### src/design/hsrl_pkg.sv
// shared types and constants of the hashed source rate limiter
// no dependencies; imported by every module of the block but hsrl_ram
package hsrl_pkg;

  // djb2 seed and shift (h * 33 = (h << 5) + h)
  localparam logic [31:0] HASH_SEED  = 32'd5381;
  localparam int unsigned HASH_SHIFT = 5;

  // bytes folded into the hash per cycle
  localparam int unsigned BYTES_PER_STEP = 4;

  // key and timestamp widths set by the request fields
  localparam int unsigned KEY_W    = 64;
  localparam int unsigned TIME_W   = 32;
  localparam int unsigned HASH_W   = 32;
  localparam int unsigned COUNT_W  = 16;
  localparam int unsigned SLOT_O_W = 6;

  // configuration port
  localparam int unsigned CFG_IDX_W  = 1;
  localparam int unsigned CFG_DATA_W = 16;
  localparam logic [CFG_IDX_W-1:0] REG_RATE_LIMIT = 1'b0;
  localparam logic [CFG_IDX_W-1:0] REG_WINDOW_MS  = 1'b1;

  localparam logic [CFG_DATA_W-1:0] WINDOW_RESET = 16'd1000;
  localparam logic [COUNT_W-1:0]    COUNT_MAX    = 16'hFFFF;

  // parameter defaults
  localparam int unsigned DEF_NUM_SLOTS = 64;
  localparam int unsigned DEF_KEY_BYTES = 16;

  // one bucket as stored in the table memory
  typedef struct packed {
    logic               valid;
    logic [HASH_W-1:0]  hash;
    logic [COUNT_W-1:0] count;
    logic [TIME_W-1:0]  start_ms;
  } bucket_t;

endpackage

### src/design/hsrl_hash.sv
// iterative djb2 hash over the source key, four bytes per cycle
// depends on hsrl_pkg
module hsrl_hash #(
  parameter int unsigned KEY_BYTES = hsrl_pkg::DEF_KEY_BYTES
) (
  input  logic                           clk_i,
  input  logic                           rst_ni,
  input  logic                           start_i,
  input  logic [2*hsrl_pkg::KEY_W-1:0]   key_i,
  output logic                           done_o,
  output logic [hsrl_pkg::HASH_W-1:0]    hash_o
);

  import hsrl_pkg::*;

  localparam logic [4:0] KEY_LEN  = 5'(KEY_BYTES);
  localparam logic [4:0] STEP_LEN = 5'(BYTES_PER_STEP);

  logic [2*KEY_W-1:0] key_q;
  logic [HASH_W-1:0]  h_q, h_d;
  logic [4:0]         left_q;
  logic               run_q, done_q;
  logic               last;

  // fold the next bytes, skipping those past the key length
  always_comb begin
    h_d = h_q;
    for (int j = 0; j < BYTES_PER_STEP; j++) begin
      if (5'(j) < left_q) begin
        h_d = (h_d << HASH_SHIFT) + h_d + {24'b0, key_q[j*8 +: 8]};
      end
    end
  end

  assign last = (left_q <= STEP_LEN);

  always_ff @(posedge clk_i or negedge rst_ni) begin
    if (!rst_ni) begin
      run_q  <= 1'b0;
      done_q <= 1'b0;
      left_q <= '0;
    end else begin
      done_q <= run_q && last;
      if (start_i) begin
        run_q  <= 1'b1;
        left_q <= KEY_LEN;
      end else if (run_q) begin
        left_q <= left_q - STEP_LEN;
        if (last) begin
          run_q <= 1'b0;
        end
      end
    end
  end

  always_ff @(posedge clk_i) begin
    if (start_i) begin
      h_q   <= HASH_SEED;
      key_q <= key_i;
    end else if (run_q) begin
      h_q   <= h_d;
      key_q <= key_q >> (8 * BYTES_PER_STEP);
    end
  end

  assign done_o = done_q;
  assign hash_o = h_q;

endmodule

### config.mk
export PLATFORM = sky130hd
export DESIGN_NAME = hsrl_hash
export DESIGN_NICKNAME = d
export VERILOG_FILES = /design/src/design/hsrl_pkg.sv /design/src/design/hsrl_hash.sv
export SDC_FILE = /design/constraint.sdc
export NUM_CORES = 1
export LEC_CHECK = 0
export ABC_AREA = 1
export BUFFER_PORTS_ARGS = -buffer_cell sky130_fd_sc_hd__buf_2
export CAP_MARGIN = 5
export CORE_MARGIN = 8
export CORE_UTILIZATION = 50
export DETAILED_ROUTE_END_ITERATION = 8
export PLACE_DENSITY_LB_ADDON = 0.2
export SETUP_SLACK_MARGIN = 0.2
export SYNTH_ARGS = -nofsm -noshare
export SYNTH_HDL_FRONTEND = slang
export SYNTH_SLANG_ARGS = --single-unit
### constraint.sdc
create_clock -name clk_i -period 9.95 [get_ports clk_i]
set_input_delay 1.99 -clock clk_i [delete_from_list [all_inputs] [get_ports clk_i]]
set_output_delay 1.99 -clock clk_i [all_outputs]
set_load 0.01 [all_outputs]
# Yosys cells after proc, flatten, opt, wreduce, memory -nomap -nowiden
# Cells that the tools add are included.
# classes
n_mux,11
n_addsub,9
order_cmp,5
n_reduce_logical,2
# ops
op,n
$mux W128,2
$add A32 B32 Y32,4
$add A32 B8 Y32,4
$mux W32,4
$lt A1 B5 Y1 const A,2
$lt A2 B5 Y1 const A,2
$mux W5,2
$le A5 B3 Y1 const B,1
$sub A5 B3 Y5 const B,1
$mux W1,3
$reduce_bool A2 Y1,1
$logic_and A1 B1 Y1,1
# totals
regBits,167
word_cells,32
in_bits,131

# Logic depth before layout (Yosys ltp)
# logic_depth
ltp_word,12
mapped_depth,55

# Worst setup path after synthesis
# Ideal clock, no wire load.
# synth_path
kind,reg2reg
startpoint,"register h_q[0], in the netlist hash_o[0]"
endpoint,"register h_q[31], in the netlist hash_o[31]"
t_arrival_ns,7.398
path_stages_with_launch,54
period_less_slack_ns,7.515
n_path_buf,0
setup_time_ns,0.117
path_slack_ns,2.435
path_cell_list,dfxtp_1 > inv_1 > fa_1 > inv_1 > ha_1 > nand2_1 > nor2_1 > nand3_1 > nand3_1 > inv_1 > o21ai_2 > nand3_1 > nand2_1 > a21oi_1 > inv_1 > nand4_1 > and3_1 > inv_1 > [... 18 more ...] > nand3_1 > nand2_1 > nand3_1 > nand2_1 > a21oi_1 > a21oi_1 > ha_1 > ha_1 > inv_1 > nor3_1 > nand2_1 > nor4_1 > a21oi_1 > xor2_1 > nand3_1 > nand2_1 > nor2_1 > nor2_1
# synth_via
elab_chain_len,12
# synth_rtl
element,line_no,text
"start, declared",hsrl_hash.sv:20,"logic [HASH_W-1:0] h_q, h_d;"
"start signal, assigned",hsrl_hash.sv:58,h_q <= HASH_SEED;
"start signal, assigned",hsrl_hash.sv:61,h_q <= h_d;
$add A32 B32 Y32,hsrl_hash.sv:30,"h_d = (h_d << HASH_SHIFT) + h_d + {24'b0, key_q[j*8 +: 8]};"
$add A32 B8 Y32,hsrl_hash.sv:30,
$mux W32 *,hsrl_hash.sv:29,if (5'(j) < left_q) begin
$add A32 B32 Y32,hsrl_hash.sv:30,
$add A32 B8 Y32,hsrl_hash.sv:30,
$mux W32 *,hsrl_hash.sv:29,
$add A32 B32 Y32,hsrl_hash.sv:30,
$add A32 B8 Y32,hsrl_hash.sv:30,
$mux W32 *,hsrl_hash.sv:29,
$add A32 B32 Y32,hsrl_hash.sv:30,
$add A32 B8 Y32,hsrl_hash.sv:30,
$mux W32 *,hsrl_hash.sv:29,
# Mark *: on every way between the ends. The rest lies on a longest branch, timed or not.
# A chain may end at the register's enable or synchronous reset.

# Worst setup path after layout
# Same ends and word-level chain as after synthesis.

==> flow_summary.yaml <==
sta:
  finClkSkew_ns: 0.00826
  relSlewSlack_pct: 34.8
  finalMaxSlewViolations: 0
  tightest_slew_ns: 0.978
  fmax_mhz: 111
  setup_tns_ns: 0
  fin_crit_ns: 8.98
  rsz0062_at_grt: "false"
  hold_viol: 0
  setup_viol: 0
  period_share_pct: 90.2
clock_tree:
  numCtsBuffers: 17
  clock-sinks: 165
  post_cts_buffers: 0
  cts_resized: 0
  clock_path_buffers: 2
  cts_tree: "built"
  hold_buffers: 0
  worstSkewPairLatency_ns: 0.44
  cts_root_buf: "clkbuf_16"
  cts_max_level: 4
  path_clk_slew_ns: 0.07
synthesis:
  synth_edf_count: 128
  ys.flop_type: "edfxtp_1"
  ys_seq_area_share_pct: 29.8
  synth_cell_types: 58
  ys_ff_latch: 165
  yosys_warnings: 0
  syn-cell-area_um2: 15500
  synth_fp_nets: 2437
  syn_inst: 2073
  synth-async-reset-ratio_pct: 3.03
  avgSynthCellArea_um2: 7.46
critical_path:
  path_class: "flip-flop to flip-flop"
  reg2reg_slack_ns: 0.97
  path_common_cell: "nand2_1"
  critPathTopFamily: "adder cells"
  crit_slowest_cell: "fa_1"
  r2r_end: "hash_o[31]"
  cp_num_cells: 52
  crit-reg2reg-launch: "hash_o[0]"
  ff2ff_path_depth: 52
  cp-end-kind: "flip-flop"
  setup.worst_path.start: "hash_o[0]"
  worstPathArrival_ns: 9.31
  cpPeakStageDelay_ns: 0.54
  critical_path_required_ns: 10.28
  start_kind: "flip-flop"
  path_buf_inv: 7
  endpoint: "hash_o[31]"
  cp_max_fo: 6
flow_run:
  drv_cap: 0
grt:
  first_global_vias: 13800
  antenna_found_initial: 1
  overflow: 0
  grt_pass1_wl_um: 71600
  grt_max_degree: 96
  grtUsageTotal_pct: 24.6
routing:
  detail_route.first_pass.iterations: 5
  drc: 0
  wire_per_inst_um: 17.1
  vias: 14000
  drt-vias-per-instance: 5.34
  dr.first_iter.drc_count: 913
  drt_wl_total_um: 45000
  drtAntennaViolNets: 0
floorplanning:
  core_um2: 30500
  die_w_um: 192
  num_rows: 64
  dieArea_um2: 36800
  die_h_um: 192
  start_util_pct: 50.7
  pin_count: 164
final_layout:
  syn_to_final_growth_pct: 11.5
  fin_nets: 2581
  fill_cells: 2886
  drive_above_1_share_pct: 12.4
placed_design:
  port_buffers: 163
  gp_congestion: 0.963
  dp_hpwl_um: 36600
min_path:
  hold_class: "flip-flop to flip-flop"
  min_path_cells: 2
status:
  outcome: "finished, final reports clean"
==> tightest hold or removal path: stages, from the launching register on <==
cell	delay (ns)
edfxtp_1	0.32
nand2_1	0.05
nand2_1	0.04
==> metal layers <==
layer / track usage, % / part of all wire [%] / vias up
met4: 9.68 / 3.5 / 0
met1: 31.9 / 45 / 6393
met3: 4.52 / 6.7 / 77
met2: 40.2 / 45 / 457
met5: 0 / 0 / -
li1: - / - / 7106
==> metrics by stage <==
stage / hold WS, ns / std cells / setup slack, ns / cell area (µm²) / utilization, %
after global placement: 0.492 / 2594 / 0.959 / 16600 / 54.6
final: 0.503 / 2627 / 0.972 / 17200 / 56.5
after global routing: 0.524 / 2627 / 0.201 / 17200 / 56.5
after CTS: 0.509 / 2626 / 0.930 / 17200 / 56.5
after detailed placement: 0.496 / 2594 / 0.968 / 16600 / 54.6
after floorplan: 0.480 / 2073 / 2.43 / 15500 / -
==> registers in the layout, summed over array words and instances, names as in the netlist <==
name,cells
done_o,1
left_q,3
run_q,1
hash_o,32
key_q,128
==> cells in the final DEF (no fill, tap or decap), types with 10 or more instances in the layout <==
cell,netlist,final
nand2_1,598,596
inv_1,295,294
ha_1,217,217
buf_2,1,162
a21oi_1,148,148
nor2_1,145,144
edfxtp_1,128,128
o21ai_0,117,115
xor2_1,65,65
nand3_1,49,49
dfxtp_1,32,32
o21ai_2,18,19
xnor2_1,18,18
clkbuf_16,0,17
fa_1,16,16
o21bai_1,13,13
or2_2,13,13
o21ai_1,11,12
inv_2,11,11
o211ai_1,11,11
o21a_1,11,11
buf_4,0,11
a21o_1,10,10
nor3_1,10,10
==> synth_stat cells, drive strengths merged (7+ instances only) <==
master,n,area (µm²)
or2,17,106
o21a,11,82.6
edfxtp,128,3840
clkbuf,39,156
o21ai,147,815
ha,217,2720
nor2,146,551
nand2,605,2300
inv,306,1150
xnor2,18,158
a31oi,9,56.3
o211ai,11,82.6
a21oi,154,793
o221ai,7,67.6
o21bai,16,131
xor2,65,569
a21boi,10,90.1
buf,9,57.6
dfxtp,32,641
nor3,10,50.1
a21o,10,75.1
nand4,9,56.3
nand3,54,303
fa,16,320
==> cells by family after synthesis <==
logic type | share of synthesized area, %
AOI/OAI and AO/OA | 15.0
xor gates and xnor gates | 4.70
buffers and inverters | 8.86
adders and majority gates | 19.6
DFF | 29.8
and+or+nand+nor | 22.0
==> area by class of cell <==
type | instances | area [µm²] | area share (%)
antenna | 1 | 2.50 | 0.0145
tap | 396 | 495 | 2.87
clock inverter | 12 | 151 | 0.878
timing repair buffer | 173 | 893 | 5.18
multi-input combinational | 1552 | 9490 | 55.1
sequential | 165 | 4610 | 26.7
clock buffer | 20 | 437 | 2.53
inverter | 308 | 1160 | 6.71
==> worst min path at each step <==
| stage | slack, ns | end | startpoint |
|---|---|---|---|
| floorplan | 0.48 | left_q[4] | left_q[4] |
| global placement | 0.49 | key_q[65] | key_q[97] |
| detailed placement | 0.50 | key_q[63] | key_q[95] |
| CTS | 0.51 | key_q[63] | key_q[95] |
| global route | 0.52 | key_q[4] | key_q[36] |
| finish | 0.50 | key_q[63] | key_q[95] |
Power is not shown: default switching activity piles up to over one toggle a cycle in this logic, so the estimate is an artifact.
