===== src/design/hsrl_pkg.sv =====
// shared types and constants of the hashed source rate limiter
// no dependencies; imported by every module of the block but hsrl_ram
package hsrl_pkg;

  // djb2 seed and shift (h * 33 = (h << 5) + h)
  localparam logic [31:0] HASH_SEED  = 32'd5381;
  localparam int unsigned HASH_SHIFT = 5;

  // bytes folded into the hash per cycle
  localparam int unsigned BYTES_PER_STEP = 4;

  // key and timestamp widths set by the request fields
  localparam int unsigned KEY_W    = 64;
  localparam int unsigned TIME_W   = 32;
  localparam int unsigned HASH_W   = 32;
  localparam int unsigned COUNT_W  = 16;
  localparam int unsigned SLOT_O_W = 6;

  // configuration port
  localparam int unsigned CFG_IDX_W  = 1;
  localparam int unsigned CFG_DATA_W = 16;
  localparam logic [CFG_IDX_W-1:0] REG_RATE_LIMIT = 1'b0;
  localparam logic [CFG_IDX_W-1:0] REG_WINDOW_MS  = 1'b1;

  localparam logic [CFG_DATA_W-1:0] WINDOW_RESET = 16'd1000;
  localparam logic [COUNT_W-1:0]    COUNT_MAX    = 16'hFFFF;

  // parameter defaults
  localparam int unsigned DEF_NUM_SLOTS = 64;
  localparam int unsigned DEF_KEY_BYTES = 16;

  // one bucket as stored in the table memory
  typedef struct packed {
    logic               valid;
    logic [HASH_W-1:0]  hash;
    logic [COUNT_W-1:0] count;
    logic [TIME_W-1:0]  start_ms;
  } bucket_t;

endpackage


===== src/design/hsrl_slot_sel.sv =====
// bucket number = hash mod NUM_SLOTS by reciprocal multiply and one correction
// three register stages; depends on hsrl_pkg
module hsrl_slot_sel #(
  parameter int unsigned NUM_SLOTS = hsrl_pkg::DEF_NUM_SLOTS
) (
  input  logic                         clk_i,
  input  logic                         rst_ni,
  input  logic                         start_i,
  input  logic [hsrl_pkg::HASH_W-1:0]  hash_i,
  output logic                         done_o,
  output logic [$clog2(NUM_SLOTS)-1:0] slot_o
);

  import hsrl_pkg::*;

  localparam int unsigned SLOT_W = $clog2(NUM_SLOTS);
  // floor(2^32 / n): quotient estimate is short by at most one
  localparam logic [HASH_W-1:0] RECIP = 32'((64'd1 << 32) / NUM_SLOTS);
  localparam logic [HASH_W-1:0] NSLOT = 32'(NUM_SLOTS);

  logic [2*HASH_W-1:0] prod;
  logic [HASH_W-1:0]   hash_q, quot_q, rem_q;
  logic [SLOT_W-1:0]   slot_q;
  logic                v1_q, v2_q, v3_q;

  assign prod = 64'(hash_i) * 64'(RECIP);

  always_ff @(posedge clk_i or negedge rst_ni) begin
    if (!rst_ni) begin
      v1_q <= 1'b0;
      v2_q <= 1'b0;
      v3_q <= 1'b0;
    end else begin
      v1_q <= start_i;
      v2_q <= v1_q;
      v3_q <= v2_q;
    end
  end

  always_ff @(posedge clk_i) begin
    if (start_i) begin
      hash_q <= hash_i;
      quot_q <= prod[2*HASH_W-1:HASH_W];
    end
    if (v1_q) begin
      rem_q <= hash_q - 32'(quot_q * NSLOT);
    end
    if (v2_q) begin
      slot_q <= (rem_q >= NSLOT) ? SLOT_W'(rem_q - NSLOT) : SLOT_W'(rem_q);
    end
  end

  assign done_o = v3_q;
  assign slot_o = slot_q;

endmodule


===== config.mk =====
export PLATFORM = sky130hd
export DESIGN_NAME = hsrl_slot_sel
export DESIGN_NICKNAME = d
export VERILOG_FILES = /design/src/design/hsrl_pkg.sv /design/src/design/hsrl_slot_sel.sv
export SDC_FILE = /design/constraint.sdc
export NUM_CORES = 1
export LEC_CHECK = 0
export BUFFER_PORTS_ARGS = -buffer_cell sky130_fd_sc_hd__clkbuf_2
export CAP_MARGIN = 0
export CORE_AREA = 4 4 55 57
export CTS_CLUSTER_DIAMETER = 60
export CTS_CLUSTER_SIZE = 16
export DETAILED_ROUTE_END_ITERATION = 10
export DIE_AREA = 0 0 59 61
export HOLD_SLACK_MARGIN = 0.02
export PLACE_DENSITY = 0.5
export SLEW_MARGIN = 20
export SYNTH_ARGS = -nofsm -noshare
export SYNTH_HDL_FRONTEND = slang
export SYNTH_SLANG_ARGS = --single-unit

===== constraint.sdc =====
create_clock -name clk_i -period 1.07 [get_ports clk_i]
set_clock_uncertainty 0.2 [all_clocks]
set_input_delay 0.1605 -clock clk_i [delete_from_list [all_inputs] [get_ports clk_i]]
set_output_delay 0.1605 -clock clk_i [all_outputs]
set_load 0.1 [all_outputs]

# Word-level counts from Yosys, hierarchy flattened
# Index checks and enable logic that the tools add are counted.
# W data, S select, Z words.
[classes]
add_sub_neg = 2
order_cmp = 1
muxes = 1
[op_table]
columns = ["op", "n"]
rows = [
  ["$ge A32 B7 Y1 const B", 1],
  ["$sub A32 B32 Y32", 1],
  ["$mux W6", 1],
  ["$sub A6 B1 Y6 const B", 1],
]
[totals]
register_bits = 99
inputBits = 35

# Depth between registers and ports, before layout
# Gate-level depths: netlist of run 1.
[logic_depth]
word_depth = 2
ltp_mapped = 0
ltp_nobuf = 0

# Worst setup path before layout of run 1
# Ideal clock, no wire load.
[synth_path]
path_kind = "register to output"
from = "register slot_q[0], in the netlist slot_o[0]"
to = "output slot_o[0]"
path_buffers = 0
setup_slack_ps = -195
t_arrival_ps = 904
stages_incl_launch_ff = 1
path_cell_list = "edfxtp_1"
[synth_rtl]
columns = ["element", "line", "rtl"]
rows = [
  ["from (decl)", "hsrl_slot_sel.sv:23", "logic [SLOT_W-1:0] slot_q;"],
  ["from (signal assigned)", "hsrl_slot_sel.sv:49", "slot_q <= (rem_q >= NSLOT) ? SLOT_W'(rem_q - NSLOT) : SLOT_W'(rem_q);"],
  ["to (decl)", "hsrl_slot_sel.sv:11", "output logic [$clog2(NUM_SLOTS)-1:0] slot_o"],
]
# No word-level cell between the ends.

# Worst setup path in the final report of run 1
[layout_path]
from = "register slot_q[0], in the netlist slot_o[0]"
to = "output slot_o[0]"
# No word-level cell between the ends.

==> metrics.cfg, run 1 <==
[timing]
rsz0062_at_grt=true
clock.fmax_ghz=0.798
hold_slack_ns=0.227
period_minus_slack_ns=1.25
setup_viol=13
fin_ws_ns=-0.184
slew_headroom_pct=79.8
max_slew.worst_pin.slew_ns=0.303
maxSlewViolCount=0
finalHoldViolCount=0
fin_crit_sh_pct=117

[floorplanning]
die_x_um=59
start_util_pct=24.8
die_y_um=61
core-area_sq_um=2480
rows=18
fp.dieArea_sq_um=3600
pin_count=42

[final_layout]
final_common_cell=edfxtp_1
diodes=0
layout.nets=85
fin_cells=79
syn_to_final_growth_pct=54.5
multiInputGateArea_sq_um=0
drive_gt1_share_pct=38.8
nMultiInputCombCells=0
final_cell_mix=edfxtp_1 (18), dlygate4sd3_1 (9), clkbuf_2 (8)

[yosys]
synth_seq_cells=21
syn-cell-area_sq_um=616
yosys-top-cells-area=edfxtp_1 (88%), dfrtp_1 (12%)
synth_top_area_cell=edfxtp_1
synthCells=21
syn_area_per_cell_sq_um=29.3
synth_nets=56
synth.distinct_cells=2
ys_seq_area_share_pct=100
yosys_warnings=0
synth_top_area_share_pct=87.8

[global_routing]
antenna_found_initial=0
met1_usage_pct=4.32
grt_max_degree=12
grt_usage_pct=4.50
grt_pass1_vias=284
grt_pass1_wl_um=1120
grt_use_met2_pct=6.94
grt_use_met3_pct=3.83
busiest_layer=met2
grt_overflow_total=0

[cts]
cts_tree=built
cts_max_level=1
clock-sinks=21
clk_pin_slew_ns=0.10
cts_buffers=3
clk_latency_ns=0.28
clockBufferDepth=2
cts.repair.resized=0
cts.root.buffer_cell=clkbuf_4

[worst_setup_path]
r2r_slack_ns=0.08
critPathArrivalTime_ns=0.89
path_cells=buf_12
setup.worst_path.start_class=register
crit_required_ns=0.71
crit_family=flip-flops
crit_path_top_delay_cell=edfxtp_1
cp_max_fo=1
path_class=reg2out
slowest_delay_ns=0.42
cp-end-kind=primary output
path_buf_inv=1

[place]
place_congestion=0.573
dp_cells=66
portBuffers=15

[status]
run_status=finished with violations
violations=negative setup slack

[power]
ir_drop_v=0.00112
power_mw=1.50
p_leak_nw=0.362
powerDensity_nw_per_um2=1580

[drt]
wirelength_um=586
drc=0
drt_pre_antenna_iters=1
viasPerCell=3.42
detail-route-antenna-nets=0
drtIter0Drc=0
route.vias.total=270
wl_per_cell_um=7.42

[worst_hold_path]
worstHoldPathType=reg2reg

[flow_run]
max_cap_violations=0

-- cell usage after synthesis, drive strengths merged --
| master | n |
|---|---|
| dfrtp | 3 |
| edfxtp | 18 |
-- power by group --
group          total, mW  switching, mW  internal [mW]  leakage, nW
clock              0.337          0.192          0.145       0.0150
combinational      0.186          0.108         0.0776        0.137
sequential         0.982         0.0254          0.957        0.210
total               1.50          0.326           1.18        0.362
-- sequential cells by signal (all words and copies together) (netlist names) --
register	flops
rem_q	6
hash_q	6
v1_q	1
slot_o	6
v2_q	1
done_o	1
-- final cells by class --
cell class / count / area (sq um)
fill: 239 / 1530
sequential: 21 / 617
timing repair buffer: 24 / 270
tap: 30 / 37.5
clock buffer: 4 / 26.3
-- stage by stage --
stage                     worst slack, ns  cell area, sq um  TNS, ns  utilization, %
after floorplan                    -0.195               617    -1.17               -
after global placement             0.0980               835        0            33.7
after detailed placement           0.0854               835        0            33.7
after CTS                          -0.205               951    -2.10            38.4
after global routing               -0.247               951    -2.35            38.4
final                              -0.184               951    -1.93            38.4
-- logic make-up after synthesis --
logic type  Yosys count  synth area share (%)
DFF                  21                   100
-- per-layer routing --
metal / share of wire, % / vias up
met1: 36 / 117
met4: 0 / 0
met2: 48 / 17
met3: 16 / 0
met5: 0 / -
li1: - / 136
-- worst paths after layout --
check | startpoint | endpoint | cells after the start
worst max register to register | v1_q | rem_q[2] | 0
max in group asynchronous | rst_ni | done_o | 3
worst max-delay path | slot_o[0] | slot_o[0] | 1
worst min-delay path | hash_q[4] | rem_q[4] | 0
worst min register to register | hash_q[4] | rem_q[4] | 0
min in group asynchronous | rst_ni | v2_q | 3
-- repair_timing --
| item | 4_1_cts | 5_1_grt |
|---|---|---|
| buffers inserted | 0 | 0 |
| hold endpoints to repair | 16 | 7 |
| hold buffers | 9 | 1 |
| endpoints found under the setup margin | 7 | 13 |
(Power assumes the default switching activity.)
==> run 2: changes to the inputs <==
- CORE_AREA: 4 4 55 57 -> 4 4 46 48
- DIE_AREA: 0 0 59 61 -> 0 0 50 52
- PLACE_DENSITY: 0.5 -> 0.7
==> run 2 against run 1 <==
Against the previous run:
- the run still ends with negative setup slack left
- register-to-register slack barely moved
- via count did not move
- routed wire length rose by 14%
- die area fell by 28%
- sequential power barely moved
- sequential share of layout area rose by 0.78 points
- hold slack barely moved
- combinational power barely moved
- critical path type unchanged
- largest cell class unchanged
==> metrics.cfg, run 2 (synthesized netlist as in run 1, its figures left out) <==
[status]
run_status=finished with violations
violations=negative setup slack

[timing]
setup_viol=13  ; unchanged
period_minus_slack_ns=1.26  ; +0.00993 ns
fin_crit_sh_pct=118  ; +0.93 points
maxSlewViolCount=0  ; unchanged
clock.fmax_ghz=0.791  ; -0.79%
setup_tns_ns=-1.81  ; +0.117 ns
max_slew.worst_pin.slew_ns=0.272  ; -0.0309 ns
slew_headroom_pct=81.8  ; +2.1 points
rsz0062_at_grt=true
finalHoldViolCount=0  ; unchanged
fin_ws_ns=-0.194  ; -0.00993 ns

[drt]
viasPerCell=3.70  ; +8.2%
wl_per_cell_um=9.14  ; +23%
drt_pre_antenna_iters=1  ; unchanged
wirelength_um=667  ; +14%
drc=0  ; unchanged
route.vias.total=270  ; unchanged
detail-route-antenna-nets=0  ; unchanged
drtIter0Drc=0  ; unchanged

[worst_setup_path]
cp-end-kind=primary output
path_cells=buf_12
crit_required_ns=0.71  ; about the same
crit_path_top_delay_cell=edfxtp_1
r2r-start=v1_q
path_class=reg2out
r2r-end=rem_q[1]
crit_family=flip-flops
reg2regPathDepth=0  ; unchanged
slowest_delay_ns=0.43  ; about the same
critPathArrivalTime_ns=0.90  ; about the same
path_buf_inv=1  ; unchanged
cp_max_fo=1  ; unchanged
setup.worst_path.start_class=register
r2r_slack_ns=0.08  ; about the same

[global_routing]
antenna_found_initial=0  ; unchanged
grt_pass1_vias=278  ; -2.1%
grt_max_degree=12  ; unchanged
grt_pass1_wl_um=1080  ; -3.0%
grt_overflow_total=0  ; unchanged
grt_usage_pct=5.92  ; +1.4 points

[cts]
cts.repair.resized=0  ; unchanged
clk_latency_ns=0.28  ; about the same
cts_tree=built
cts.root.buffer_cell=clkbuf_4
clockBufferDepth=2  ; unchanged
clk_pin_slew_ns=0.10  ; about the same
postCtsSetupRepairBufs=0  ; unchanged
clock-sinks=21  ; unchanged
cts_max_level=1  ; unchanged
cts_buffers=3  ; unchanged

[worst_hold_path]
worstHoldPathType=reg2reg
whs_path_depth=0  ; unchanged
hold_end=rem_q[2]
min_from=hash_q[2]

[floorplanning]
die_y_um=52  ; -15%
fp.dieArea_sq_um=2600  ; -28%
die_x_um=50  ; -15%
start_util_pct=36.0  ; +11 points
rows=15  ; -3
core-area_sq_um=1710  ; -31%
pin_count=42  ; unchanged

[final_layout]
layout.nets=84  ; -1.2%
fillers=139  ; -42%
diodes=0  ; unchanged
syn_to_final_growth_pct=52.6
final_cell_mix=edfxtp_1 (18), dlygate4sd3_1 (9), clkbuf_2 (7), buf_12 (7), clkbuf_4 (3)
drive_gt1_share_pct=37.5  ; -1.3 points
fin_util_pct=55.0  ; +17 points
final_area_sq_um=940  ; -1.2%
multiInputGateArea_sq_um=0  ; unchanged
final_common_cell=edfxtp_1
fin_cells=73  ; -7.6%
nMultiInputCombCells=0  ; unchanged

[power]
p_leak_nw=0.358  ; -1.1%
ir_drop_v=0.00105  ; -6.5%
intPower_mw=1.18  ; about the same
combPwrFrac_pct=12.2  ; about the same
p_seq_share_pct=65.1  ; -0.2 points
powerDensity_nw_per_um2=1610  ; +1.6%
power_frac_clock_pct=22.7  ; +0.3 points
swShare_pct=22.0  ; +0.38 points
switchingPower_mw=0.333  ; +2.2%

[place]
dp_cells=61  ; -7.6%
post_dp_cell_area_sq_um=828  ; -0.75%
place_congestion=0.628  ; +9.5%
portBuffers=15  ; unchanged

[flow_run]
max_cap_violations=0  ; unchanged

run 2: cell types whose count changed in the layout (fill, tap and decap cells not counted), sizes merged:
cell	previous run	this run
clkbuf	12	11
run 2: worst max path at each step:
stage | from | end | slack (ns) | cells after the start
2_1_floorplan | slot_o[0] | slot_o[0] | -0.19 | 0
3_3_place_gp | v2_q | slot_o[2] | 0.10 | 0
3_5_place_dp | v2_q | slot_o[2] | 0.08 | 0
4_1_cts | slot_o[3] | slot_o[3] | -0.21 | 1
5_1_grt | slot_o[3] | slot_o[3] | -0.24 | 1
6_report | slot_o[3] | slot_o[3] | -0.19 | 1
run 2: area by class of cell:
cell class / count / area, sq um / area share [%]
Sequential cell: 21 / 617 / 65.6
Tap cell: 25 / 31.3 / 3.33
Clock buffer: 4 / 26.3 / 2.80
Timing Repair Buffer: 23 / 265 / 28.2
run 2: timing repair:
item,in CTS,in global routing
hold buffers,9,1
endpoints found under the setup margin,7,14
pin swaps,0,0
hold endpoints to repair,16,7
run 2: routing by layer:
layer	part of all wire [%]	vias up	track usage [%]
met3	8.4	0	1.72
met2	60	15	11.5
met1	32	120	5.03
met5	0	-	0
met4	0	0	4.15
li1	-	135	-
run 2: power groups by stage:
stage	registers, mW	clock network, mW	logic, mW
final	0.984	0.343	0.184
after global routing	0.989	0.405	0.191
after CTS	0.986	0.359	0.187
after detailed placement	1.00	0	0.162
after global placement	0.999	0	0.160
after floorplan	1.08	0	0
run 2: metrics by stage:
| step | power (mW) | setup WS [ns] | hold WS (ns) |
|---|---|---|---|
| 2_1_floorplan | 1.08 | -0.195 | -0.335 |
| 3_3_place_gp | 1.16 | 0.105 | -0.239 |
| 3_5_place_dp | 1.17 | 0.0803 | -0.238 |
| 4_1_cts | 1.53 | -0.215 | 0.229 |
| 5_1_grt | 1.59 | -0.238 | 0.242 |
| 6_report | 1.51 | -0.194 | 0.228 |
